File: config.mk
export PLATFORM = sky130hd
export DESIGN_NAME = stroke_dab_spacer
export DESIGN_NICKNAME = d
export VERILOG_FILES = /design/src/rtl/sds_pkg.sv /design/src/rtl/sds_datapath.sv /design/src/rtl/sds_ctrl.sv /design/src/rtl/stroke_dab_spacer.sv
export SDC_FILE = /design/constraint.sdc
export NUM_CORES = 2
export LEC_CHECK = 0
export BUFFER_PORTS_ARGS = -buffer_cell sky130_fd_sc_hd__buf_2
export CAP_MARGIN = 20
export CORE_UTILIZATION = 35
export CTS_CLUSTER_DIAMETER = 200
export DETAILED_ROUTE_END_ITERATION = 7
export GPL_TIMING_DRIVEN = 0
export MAX_ROUTING_LAYER = met4
export PLACE_DENSITY = 0.58
export SLEW_MARGIN = 5
export SYNTH_ARGS = -nofsm -noshare
export SYNTH_HDL_FRONTEND = slang
export SYNTH_HIERARCHICAL = 1
export SYNTH_SLANG_ARGS = --single-unit
File: constraint.sdc
create_clock -name aclk -period 30.5 [get_ports aclk]
set_clock_uncertainty 0.2 [all_clocks]
set_input_delay 3.05 -clock aclk [delete_from_list [all_inputs] [get_ports aclk]]
set_output_delay 3.05 -clock aclk [all_outputs]
set_load 0.005 [all_outputs]
File: src/rtl/sds_pkg.sv
// ----------------------------------------------------------------------------
// sds_pkg: shared types and constants for the stroke dab spacer
// Command codes and the controller-to-datapath command and status structs.
// ----------------------------------------------------------------------------
package sds_pkg;

    localparam logic CMD_SEGMENT = 1'b0;
    localparam logic CMD_RESTART = 1'b1;

    localparam logic [1:0] ADDR_SPACING = 2'd0;

    localparam int unsigned CARRY_W   = 18;
    localparam int unsigned LEN_W     = 17;
    localparam int unsigned SPACING_W = 14;
    localparam int unsigned COORD_W   = 16;
    localparam int unsigned DELTA_W   = 17;
    localparam int unsigned DIST_W    = 18;
    localparam int unsigned PROD_W    = 35;

    localparam logic [SPACING_W-1:0] SPACING_RESET = 14'd16;

    typedef struct packed {
        logic load;        // capture segment, start square root
        logic restart;     // clear carry
        logic sqrt_step;   // one square-root iteration
        logic setup;       // compute total, first d, decide emit
        logic cnt_start;   // start count divider (len-d)/spacing
        logic cnt_step;    // one count-divider iteration
        logic cnt_done;    // commit count and carry
        logic div_start;   // start per-dab coordinate divide
        logic div_step;    // one coordinate-divide iteration
        logic dab_next;    // advance d and dab index
    } sds_cmd_t;

    typedef struct packed {
        logic sqrt_done;
        logic below;       // total below spacing, nothing to emit
        logic cnt_fin;
        logic div_fin;
        logic last;        // current dab is the last one emitted
    } sds_status_t;

endpackage

File: src/rtl/sds_datapath.sv
// ----------------------------------------------------------------------------
// sds_datapath: segment datapath
// Square root, dab-count divider, coordinate dividers and carry register.
// ----------------------------------------------------------------------------
module sds_datapath #(
    parameter int unsigned MAX_DABS = 64
) (
    input  logic                                aclk,
    input  logic                                aresetn,
    input  sds_pkg::sds_cmd_t                   cmd,
    output sds_pkg::sds_status_t                status,
    input  logic [sds_pkg::SPACING_W-1:0]       dab_spacing,
    input  logic signed [sds_pkg::COORD_W-1:0]  prev_x,
    input  logic signed [sds_pkg::COORD_W-1:0]  prev_y,
    input  logic signed [sds_pkg::COORD_W-1:0]  cur_x,
    input  logic signed [sds_pkg::COORD_W-1:0]  cur_y,
    output logic signed [sds_pkg::COORD_W-1:0]  dab_x,
    output logic signed [sds_pkg::COORD_W-1:0]  dab_y,
    output logic                                truncated
);
    localparam int unsigned CNT_W = $clog2(MAX_DABS + 1);
    localparam int unsigned Q_W   = 18;   // (len-d)/spacing fits in 17 bits, plus guard
    localparam int unsigned R_W   = 36;

    logic signed [sds_pkg::COORD_W-1:0] px_reg, py_reg;
    logic signed [sds_pkg::DELTA_W-1:0] dx_reg, dy_reg;
    logic [sds_pkg::CARRY_W-1:0]        carry_reg, carry_next;
    logic [sds_pkg::SPACING_W-1:0]      sp_reg;

    // square root (radicand below 2^33)
    logic [R_W-1:0]                sq_v_reg, sq_res_reg, sq_bit_reg;
    logic [sds_pkg::LEN_W-1:0]     len_reg;

    // count divider
    logic [sds_pkg::DIST_W-1:0]    d_reg;
    logic [sds_pkg::DIST_W-1:0]    nd_reg;     // dividend shifted
    logic [sds_pkg::DIST_W-1:0]    nr_reg;     // remainder
    logic [Q_W-1:0]                nq_reg;
    logic [4:0]                    nc_reg;
    logic [CNT_W-1:0]              emit_reg, idx_reg;
    logic                          below_reg, trunc_reg;

    // coordinate dividers, |delta*d| < 2^35
    logic [sds_pkg::PROD_W-1:0]    ax_reg, ay_reg, rx_reg, ry_reg;
    logic [sds_pkg::PROD_W-1:0]    qx_reg, qy_reg;
    logic                          sx_reg, sy_reg;
    logic [5:0]                    dc_reg;
    logic signed [sds_pkg::COORD_W-1:0] ox_reg, oy_reg;

    logic signed [sds_pkg::DELTA_W-1:0] dxc, dyc;
    logic signed [2*sds_pkg::DELTA_W-1:0] sqx, sqy;
    logic [R_W-1:0]                sq_sum, sq_try;
    logic [sds_pkg::DIST_W:0]      total;
    logic [sds_pkg::DIST_W:0]      dfirst;
    logic [sds_pkg::DIST_W-1:0]    nr_sh;
    logic signed [sds_pkg::DIST_W+sds_pkg::DELTA_W:0] px_prod, py_prod;
    logic [sds_pkg::PROD_W-1:0]    rx_sh, ry_sh;
    logic [Q_W-1:0]                ncount;

    assign dxc = sds_pkg::DELTA_W'(cur_x) - sds_pkg::DELTA_W'(prev_x);
    assign dyc = sds_pkg::DELTA_W'(cur_y) - sds_pkg::DELTA_W'(prev_y);
    assign sqx = dxc * dxc;
    assign sqy = dyc * dyc;
    assign sq_sum = R_W'(unsigned'(sqx)) + R_W'(unsigned'(sqy));
    assign sq_try = sq_res_reg + sq_bit_reg;

    assign total  = (sds_pkg::DIST_W+1)'(carry_reg) + (sds_pkg::DIST_W+1)'(len_reg);
    assign dfirst = ((sds_pkg::DIST_W+1)'(sp_reg) > (sds_pkg::DIST_W+1)'(carry_reg)) ?
                    (sds_pkg::DIST_W+1)'(sp_reg) - (sds_pkg::DIST_W+1)'(carry_reg) : '0;

    assign nr_sh = {nr_reg[sds_pkg::DIST_W-2:0], nd_reg[sds_pkg::DIST_W-1]};
    assign ncount = nq_reg + Q_W'(1);

    assign px_prod = dx_reg * $signed({1'b0, d_reg});
    assign py_prod = dy_reg * $signed({1'b0, d_reg});
    assign rx_sh = {rx_reg[sds_pkg::PROD_W-2:0], ax_reg[sds_pkg::PROD_W-1]};
    assign ry_sh = {ry_reg[sds_pkg::PROD_W-2:0], ay_reg[sds_pkg::PROD_W-1]};

    always_comb begin
        carry_next = carry_reg;
        if (cmd.restart) begin
            carry_next = '0;
        end else if (cmd.setup && total < (sds_pkg::DIST_W+1)'(sp_reg)) begin
            carry_next = total[sds_pkg::DIST_W] ? '1 : total[sds_pkg::CARRY_W-1:0];
        end else if (cmd.cnt_done) begin
            carry_next = nr_reg;
        end
    end

    always_ff @(posedge aclk) begin
        if (!aresetn) begin
            carry_reg <= '0;
        end else begin
            carry_reg <= carry_next;
        end
    end

    always_ff @(posedge aclk) begin
        if (cmd.load) begin
            px_reg     <= prev_x;
            py_reg     <= prev_y;
            dx_reg     <= dxc;
            dy_reg     <= dyc;
            sp_reg     <= (dab_spacing == '0) ? sds_pkg::SPACING_W'(1) : dab_spacing;
            sq_v_reg   <= sq_sum;
            sq_res_reg <= '0;
            sq_bit_reg <= R_W'(1) << (R_W - 2);
        end
        if (cmd.sqrt_step) begin
            if (sq_bit_reg != '0) begin
                if (sq_v_reg >= sq_try) begin
                    sq_v_reg   <= sq_v_reg - sq_try;
                    sq_res_reg <= (sq_res_reg >> 1) + sq_bit_reg;
                end else begin
                    sq_res_reg <= sq_res_reg >> 1;
                end
                sq_bit_reg <= sq_bit_reg >> 2;
            end else begin
                len_reg <= sq_res_reg[sds_pkg::LEN_W-1:0];
            end
        end
        if (cmd.setup) begin
            below_reg <= total < (sds_pkg::DIST_W+1)'(sp_reg);
            d_reg     <= dfirst[sds_pkg::DIST_W-1:0];
        end
        if (cmd.cnt_start) begin
            nd_reg <= sds_pkg::DIST_W'(len_reg) - d_reg;
            nr_reg <= '0;
            nq_reg <= '0;
            nc_reg <= '0;
        end
        if (cmd.cnt_step) begin
            if (nr_sh >= sds_pkg::DIST_W'(sp_reg)) begin
                nr_reg <= nr_sh - sds_pkg::DIST_W'(sp_reg);
                nq_reg <= {nq_reg[Q_W-2:0], 1'b1};
            end else begin
                nr_reg <= nr_sh;
                nq_reg <= {nq_reg[Q_W-2:0], 1'b0};
            end
            nd_reg <= {nd_reg[sds_pkg::DIST_W-2:0], 1'b0};
            nc_reg <= nc_reg + 5'd1;
        end
        if (cmd.cnt_done) begin
            trunc_reg <= ncount > Q_W'(MAX_DABS);
            emit_reg  <= (ncount > Q_W'(MAX_DABS)) ? CNT_W'(MAX_DABS) : ncount[CNT_W-1:0];
            idx_reg   <= CNT_W'(1);
        end
        if (cmd.div_start) begin
            sx_reg <= px_prod[sds_pkg::DIST_W+sds_pkg::DELTA_W];
            sy_reg <= py_prod[sds_pkg::DIST_W+sds_pkg::DELTA_W];
            ax_reg <= px_prod[sds_pkg::DIST_W+sds_pkg::DELTA_W] ?
                      sds_pkg::PROD_W'(-px_prod) : sds_pkg::PROD_W'(px_prod);
            ay_reg <= py_prod[sds_pkg::DIST_W+sds_pkg::DELTA_W] ?
                      sds_pkg::PROD_W'(-py_prod) : sds_pkg::PROD_W'(py_prod);
            rx_reg <= '0;
            ry_reg <= '0;
            qx_reg <= '0;
            qy_reg <= '0;
            dc_reg <= '0;
        end
        if (cmd.div_step) begin
            if (dc_reg == 6'(sds_pkg::PROD_W)) begin
                ox_reg <= (len_reg == '0) ? px_reg : px_reg + sds_pkg::COORD_W'(
                          sx_reg ? -qx_reg : qx_reg);
                oy_reg <= (len_reg == '0) ? py_reg : py_reg + sds_pkg::COORD_W'(
                          sy_reg ? -qy_reg : qy_reg);
            end else begin
                if (rx_sh >= sds_pkg::PROD_W'(len_reg)) begin
                    rx_reg <= rx_sh - sds_pkg::PROD_W'(len_reg);
                    qx_reg <= {qx_reg[sds_pkg::PROD_W-2:0], 1'b1};
                end else begin
                    rx_reg <= rx_sh;
                    qx_reg <= {qx_reg[sds_pkg::PROD_W-2:0], 1'b0};
                end
                if (ry_sh >= sds_pkg::PROD_W'(len_reg)) begin
                    ry_reg <= ry_sh - sds_pkg::PROD_W'(len_reg);
                    qy_reg <= {qy_reg[sds_pkg::PROD_W-2:0], 1'b1};
                end else begin
                    ry_reg <= ry_sh;
                    qy_reg <= {qy_reg[sds_pkg::PROD_W-2:0], 1'b0};
                end
                ax_reg <= {ax_reg[sds_pkg::PROD_W-2:0], 1'b0};
                ay_reg <= {ay_reg[sds_pkg::PROD_W-2:0], 1'b0};
                dc_reg <= dc_reg + 6'd1;
            end
        end
        if (cmd.dab_next) begin
            d_reg   <= d_reg + sds_pkg::DIST_W'(sp_reg);
            idx_reg <= idx_reg + CNT_W'(1);
        end
    end

    assign status.sqrt_done = (sq_bit_reg == '0);
    assign status.below     = below_reg;
    assign status.cnt_fin   = (nc_reg == 5'(sds_pkg::DIST_W));
    assign status.div_fin   = (dc_reg == 6'(sds_pkg::PROD_W));
    assign status.last      = (idx_reg == emit_reg);

    assign dab_x     = ox_reg;
    assign dab_y     = oy_reg;
    assign truncated = trunc_reg;

`ifndef ASSERT_OFF
    a_carry_restart: assert property (@(posedge aclk) disable iff (!aresetn)
        cmd.restart |=> carry_reg == '0)
        else $error("carry not cleared on restart");
    a_cnt_bounded: assert property (@(posedge aclk) disable iff (!aresetn)
        cmd.cnt_step |-> nc_reg < 5'(sds_pkg::DIST_W))
        else $error("count divider overran");
    a_div_bounded: assert property (@(posedge aclk) disable iff (!aresetn)
        cmd.div_step |-> dc_reg <= 6'(sds_pkg::PROD_W))
        else $error("coordinate divider overran");
`endif

endmodule

File: src/rtl/sds_ctrl.sv
// ----------------------------------------------------------------------------
// sds_ctrl: segment sequencer
// Square root, setup, and if dabs are due, count and per-dab divide and output.
// ----------------------------------------------------------------------------
module sds_ctrl (
    input  logic                 aclk,
    input  logic                 aresetn,
    input  logic                 s_valid,
    output logic                 s_ready,
    input  logic                 s_cmd,
    output logic                 m_valid,
    input  logic                 m_ready,
    output logic                 m_last_dab,
    output sds_pkg::sds_cmd_t    cmd,
    input  sds_pkg::sds_status_t status
);
    localparam logic [2:0] ST_IDLE  = 3'd0;
    localparam logic [2:0] ST_SQRT  = 3'd1;
    localparam logic [2:0] ST_SETUP = 3'd2;
    localparam logic [2:0] ST_DECID = 3'd3;
    localparam logic [2:0] ST_CNT   = 3'd4;
    localparam logic [2:0] ST_DIV   = 3'd5;
    localparam logic [2:0] ST_OUT   = 3'd6;
    localparam logic [2:0] ST_PRIME = 3'd7;

    logic [2:0] state_reg, state_next;
    logic       last_reg, last_next;

    always_comb begin
        state_next = state_reg;
        last_next  = last_reg;
        cmd        = '0;
        s_ready    = (state_reg == ST_IDLE);
        m_valid    = (state_reg == ST_OUT);
        unique case (state_reg)
            ST_IDLE: begin
                if (s_valid) begin
                    if (s_cmd == sds_pkg::CMD_RESTART) begin
                        cmd.restart = 1'b1;
                    end else begin
                        cmd.load   = 1'b1;
                        state_next = ST_SQRT;
                    end
                end
            end
            ST_SQRT: begin
                cmd.sqrt_step = 1'b1;
                if (status.sqrt_done) begin
                    state_next = ST_SETUP;
                end
            end
            ST_SETUP: begin
                cmd.setup  = 1'b1;
                state_next = ST_DECID;
            end
            ST_DECID: begin
                if (status.below) begin
                    state_next = ST_IDLE;
                end else begin
                    cmd.cnt_start = 1'b1;
                    state_next    = ST_CNT;
                end
            end
            ST_CNT: begin
                if (status.cnt_fin) begin
                    cmd.cnt_done  = 1'b1;
                    cmd.div_start = 1'b1;
                    state_next    = ST_DIV;
                end else begin
                    cmd.cnt_step = 1'b1;
                end
            end
            ST_DIV: begin
                cmd.div_step = 1'b1;
                if (status.div_fin) begin
                    last_next  = status.last;
                    state_next = ST_OUT;
                end
            end
            ST_OUT: begin
                if (m_ready) begin
                    if (last_reg) begin
                        state_next = ST_IDLE;
                    end else begin
                        cmd.dab_next = 1'b1;
                        state_next   = ST_PRIME;
                    end
                end
            end
            // d has advanced; load the next divide from it
            ST_PRIME: begin
                cmd.div_start = 1'b1;
                state_next    = ST_DIV;
            end
            default: state_next = ST_IDLE;
        endcase
    end

    always_ff @(posedge aclk) begin
        if (!aresetn) begin
            state_reg <= ST_IDLE;
            last_reg  <= 1'b0;
        end else begin
            state_reg <= state_next;
            last_reg  <= last_next;
        end
    end

    assign m_last_dab = last_reg;

`ifndef ASSERT_OFF
    a_out_holds: assert property (@(posedge aclk) disable iff (!aresetn)
        (m_valid && !m_ready) |=> m_valid)
        else $error("result withdrawn while stalled");
    a_no_accept_busy: assert property (@(posedge aclk) disable iff (!aresetn)
        (state_reg != ST_IDLE) |-> !s_ready)
        else $error("input accepted while busy");
    a_restart_idle: assert property (@(posedge aclk) disable iff (!aresetn)
        cmd.restart |-> state_next == ST_IDLE)
        else $error("restart left idle");
`endif

endmodule

File: src/rtl/stroke_dab_spacer.sv
// ----------------------------------------------------------------------------
// stroke_dab_spacer: places brush dabs at fixed arc-length spacing
// Segments in, dab positions out, leftover distance carried between segments.
// ----------------------------------------------------------------------------
//  channel | direction | ports
//  s_      | in        | s_valid s_ready s_cmd s_prev_x s_prev_y s_cur_x s_cur_y
//  m_      | out       | m_valid m_ready m_dab_x m_dab_y m_last_dab m_truncated
//  apb     | in        | psel penable pwrite paddr pwdata prdata pready
//
//  A restart just clears the carry; an accepted segment goes through square root,
//  setup and decide (a dab-less segment ends here), then the dab count.
//  First dab: divided, then held on m_; each later dab is primed, then divided.
//  One segment in flight; s_ready is high only between segments.
//  Reset clears the carry and sets spacing to 16; a stalled dab holds on m_.
// ----------------------------------------------------------------------------
module stroke_dab_spacer #(
    parameter int unsigned MAX_DABS = 64
) (
    input  logic        aclk,
    input  logic        aresetn,
    input  logic        s_valid,
    output logic        s_ready,
    input  logic        s_cmd,
    input  logic signed [15:0] s_prev_x,
    input  logic signed [15:0] s_prev_y,
    input  logic signed [15:0] s_cur_x,
    input  logic signed [15:0] s_cur_y,
    output logic        m_valid,
    input  logic        m_ready,
    output logic signed [15:0] m_dab_x,
    output logic signed [15:0] m_dab_y,
    output logic        m_last_dab,
    output logic        m_truncated,
    input  logic        psel,
    input  logic        penable,
    input  logic        pwrite,
    input  logic [1:0]  paddr,
    input  logic [31:0] pwdata,
    output logic [31:0] prdata,
    output logic        pready
);
    sds_pkg::sds_cmd_t    cmd;
    sds_pkg::sds_status_t status;
    logic [sds_pkg::SPACING_W-1:0] spacing_reg;

    assign pready = 1'b1;

    always_ff @(posedge aclk) begin
        if (!aresetn) begin
            spacing_reg <= sds_pkg::SPACING_RESET;
        end else if (psel && penable && pwrite && paddr == sds_pkg::ADDR_SPACING) begin
            spacing_reg <= pwdata[sds_pkg::SPACING_W-1:0];
        end
    end

    assign prdata = (paddr == sds_pkg::ADDR_SPACING) ? 32'(spacing_reg) : '0;

    sds_ctrl u_ctrl (
        .aclk       (aclk),
        .aresetn    (aresetn),
        .s_valid    (s_valid),
        .s_ready    (s_ready),
        .s_cmd      (s_cmd),
        .m_valid    (m_valid),
        .m_ready    (m_ready),
        .m_last_dab (m_last_dab),
        .cmd        (cmd),
        .status     (status)
    );

    sds_datapath #(.MAX_DABS(MAX_DABS)) u_dp (
        .aclk        (aclk),
        .aresetn     (aresetn),
        .cmd         (cmd),
        .status      (status),
        .dab_spacing (spacing_reg),
        .prev_x      (s_prev_x),
        .prev_y      (s_prev_y),
        .cur_x       (s_cur_x),
        .cur_y       (s_cur_y),
        .dab_x       (m_dab_x),
        .dab_y       (m_dab_y),
        .truncated   (m_truncated)
    );

endmodule
==> impl_metrics.ini <==
[worst_setup_path]
rrSetupSlack_ns = 20.79
reg2reg_depth = 27
crit_required_ns = 30.87
slowest_delay_ns = 0.90
cpMostUsedCell = inv_1
startpoint = s_cur_x[0]
path_class = in2reg
r2r-start = u_dp/dy_reg[10]$_DFFE_PP_
start_kind = primary input
crit_arrival_ns = 15.48
path_buf_inv = 10
slowest_stage = xor2_1
regToRegEndpoint = u_dp/ay_reg[34]$_DFF_P_
crit_family = compound AO/OA/AOI/OAI gates
end_kind = flip-flop
crit_fanout = 11

[yosys]
ys_ff_latch = 544
syn_inst = 9162
netlist_area_um2 = 79330
syn_avg_cell_area_um2 = 8.658
synthFlopType = dfxtp_1
yosys_warnings = 6
synth_enable_flop_cells = 223
yosys.area.top_type_share_pct = 26.17
yosysTopAreaCell = fa_1
synth_cell_types = 107
seq_area_frac_synth_pct = 16.54
ys_top_cells_by_area = fa_1 (26%), ha_1 (12%), edfxtp_1 (8.4%)
ys_async_sr_fraction_pct = 0

[global_route]
grt_pass1_vias = 66770
grt_pass1_wl_mm = 386.9
antenna_found_initial = 3
grt_overflow = 0
grt_start_max_net_pins = 59
grt.total_usage_pct = 22.33

[timing]
period_minus_slack_ns = 15.11
fmax_ghz = 0.06618
drv_slew = 0
timing.final.ws_setup_ns = 15.39
fin_tns_setup_ns = 0
period_share_pct = 49.54
hold_viol_final = 0
worst_slew_pin_slew_ns = 1.169
setup_violations = 0
rsz0062_at_grt = false
slew_headroom_pct = 22.06

[placed_design]
dp_hpwl_mm = 204.6
placed_area_um2 = 84040
gpl.final_weighted_congestion = 0.9486
port-buffer-count = 137
dp.cells = 12320
post-place-ws_ns = 14.69

[layout]
drive_gt1_share_pct = 4.195
final_area_um2 = 86620
nFillCells = 22980
final_common_cell = inv_1
nets = 11300
synthToLayoutAreaGrowth_pct = 9.191
layout_common_cells = inv_1 (1,454), nand2_1 (1,071), fa_1 (1,037)
final_cells = 12460

[detailed_routing]
wl_per_cell_um = 19.88
via_per_inst = 5.226
wl_mm = 247.7
vias = 65100
drtIter0Drc = 4646
ant_nets = 0
first_pass_iters = 6
drc = 0

[clock_network]
cts_tree = yes
cts-hold-fix-buffers = 0
clk_path_buf_depth = 3
cts_setup_buffers = 0
cts_htree_levels = 3
cts_resized = 0
clk_pin_slew_worst_paths_ns = 0.06
clk_latency_ns = 0.71
ctsRootBufferMaster = clkbuf_16
numCtsBuffers = 72
cts_sinks = 544

[die]
dieArea_um2 = 228600
ios = 175
core_area_um2 = 225100
row_count = 174
fp.dieW_um = 478.1
initial_core_util_pct = 35.24
die-height_um = 478.1

[min_path]
hold_class = reg2reg
hold_depth = 1
hold_end = u_dp/ax_reg[26]$_DFF_P_
min_from = u_dp/ax_reg[25]$_DFF_P_

[run]
drv_cap = 0

[outcome]
outcome = completed
## synth_stat cells, types with 17 or more instances
library cell,number
inv_1,1454
xnor2_1,298
mux2i_1,112
a31oi_1,80
nor3_1,119
or2_2,25
a211oi_1,56
o21ai_0,471
a22o_1,21
nand2_1,1071
a21boi_0,31
o21a_1,56
or3_1,86
nor2b_1,75
clkbuf_1,333
o211ai_1,40
and3_1,59
buf_1,21
xor2_1,178
nor2_1,485
a211o_1,21
buf_4,21
nand2b_1,56
and2_1,331
a21o_1,231
a21oi_1,375
edfxtp_1,223
nor4_1,45
ha_1,753
o31ai_1,56
dfxtp_1,321
nand4_1,43
o21bai_1,50
fa_1,1037
nor3b_1,17
nand3_1,226
## how the worst max path moves through the flow
stage	to	slack [ns]	cells after the start
global placement	u_dp/sq_v_reg[34]$_DFF_P_	14.85	45
global route	u_dp/sq_v_reg[34]$_DFF_P_	14.74	45
floorplan	u_dp/sq_v_reg[34]$_DFF_P_	17.31	44
finish	u_dp/sq_v_reg[34]$_DFF_P_	15.39	45
detailed placement	u_dp/sq_v_reg[34]$_DFF_P_	14.69	45
CTS	u_dp/sq_v_reg[34]$_DFF_P_	15.44	45
## through the flow
stage | hold slack [ns] | utilization [%]
2_1_floorplan | 0.2182 | -
3_3_place_gp | 0.2259 | 37.24
3_5_place_dp | 0.2324 | 37.33
4_1_cts | 0.2180 | 38.48
5_1_grt | 0.2543 | 38.48
6_report | 0.2349 | 38.48
## logic make-up (layout without fill, tap and decap cells)
logic type	count (synthesis)	in the layout	share of synthesized area, %
and+or+nand+nor	2721	2721	16.32
buffers and inverters	1843	2127	8.864
adders and majority gates	1790	1790	38.05
AOI/OAI and AO/OA	1668	1668	13.46
DFF	544	544	16.54
xor gates and xnor gates	477	477	5.276
muxes	117	117	1.484
other	2	21	0.009467
## worst register-to-register path, delay by kind of cell (launching register included)
kind / cells / cell delay (ns)
AOI/OAI and AO/OA: 6 / 1.57
xor gates and xnor gates: 1 / 0.57
adders and majority gates: 7 / 3.30
buffers and inverters: 10 / 2.79
DFF: 1 / 0.48
and+or+nand+nor: 3 / 0.67
## cell type report
cell class / count / area [µm²] / share of cell area (%)
clock inverters: 31 / 447.9 / 0.5171
flip-flops and latches: 544 / 13120 / 15.15
inverters: 1462 / 5488 / 6.335
repair buffers: 152 / 863.3 / 0.9967
multi-input cells: 6792 / 59280 / 68.44
clock buffers: 101 / 2125 / 2.453
well taps: 2992 / 3744 / 4.322
plain buffers: 381 / 1544 / 1.782
diodes: 2 / 5.005 / 0.005778
## routing by layer
metal	vias to the layer above	part of all wire, %	global-route usage, %
met5	-	0	-
met1	32420	43	27.89
met2	1759	48	36.64
met3	399	5.6	2.801
li1	30520	-	-
met4	0	4.1	8.766
Power is left out: the tool's default activity adds up to more than one toggle a clock period on the data nets, which glitch-free logic cannot reach.
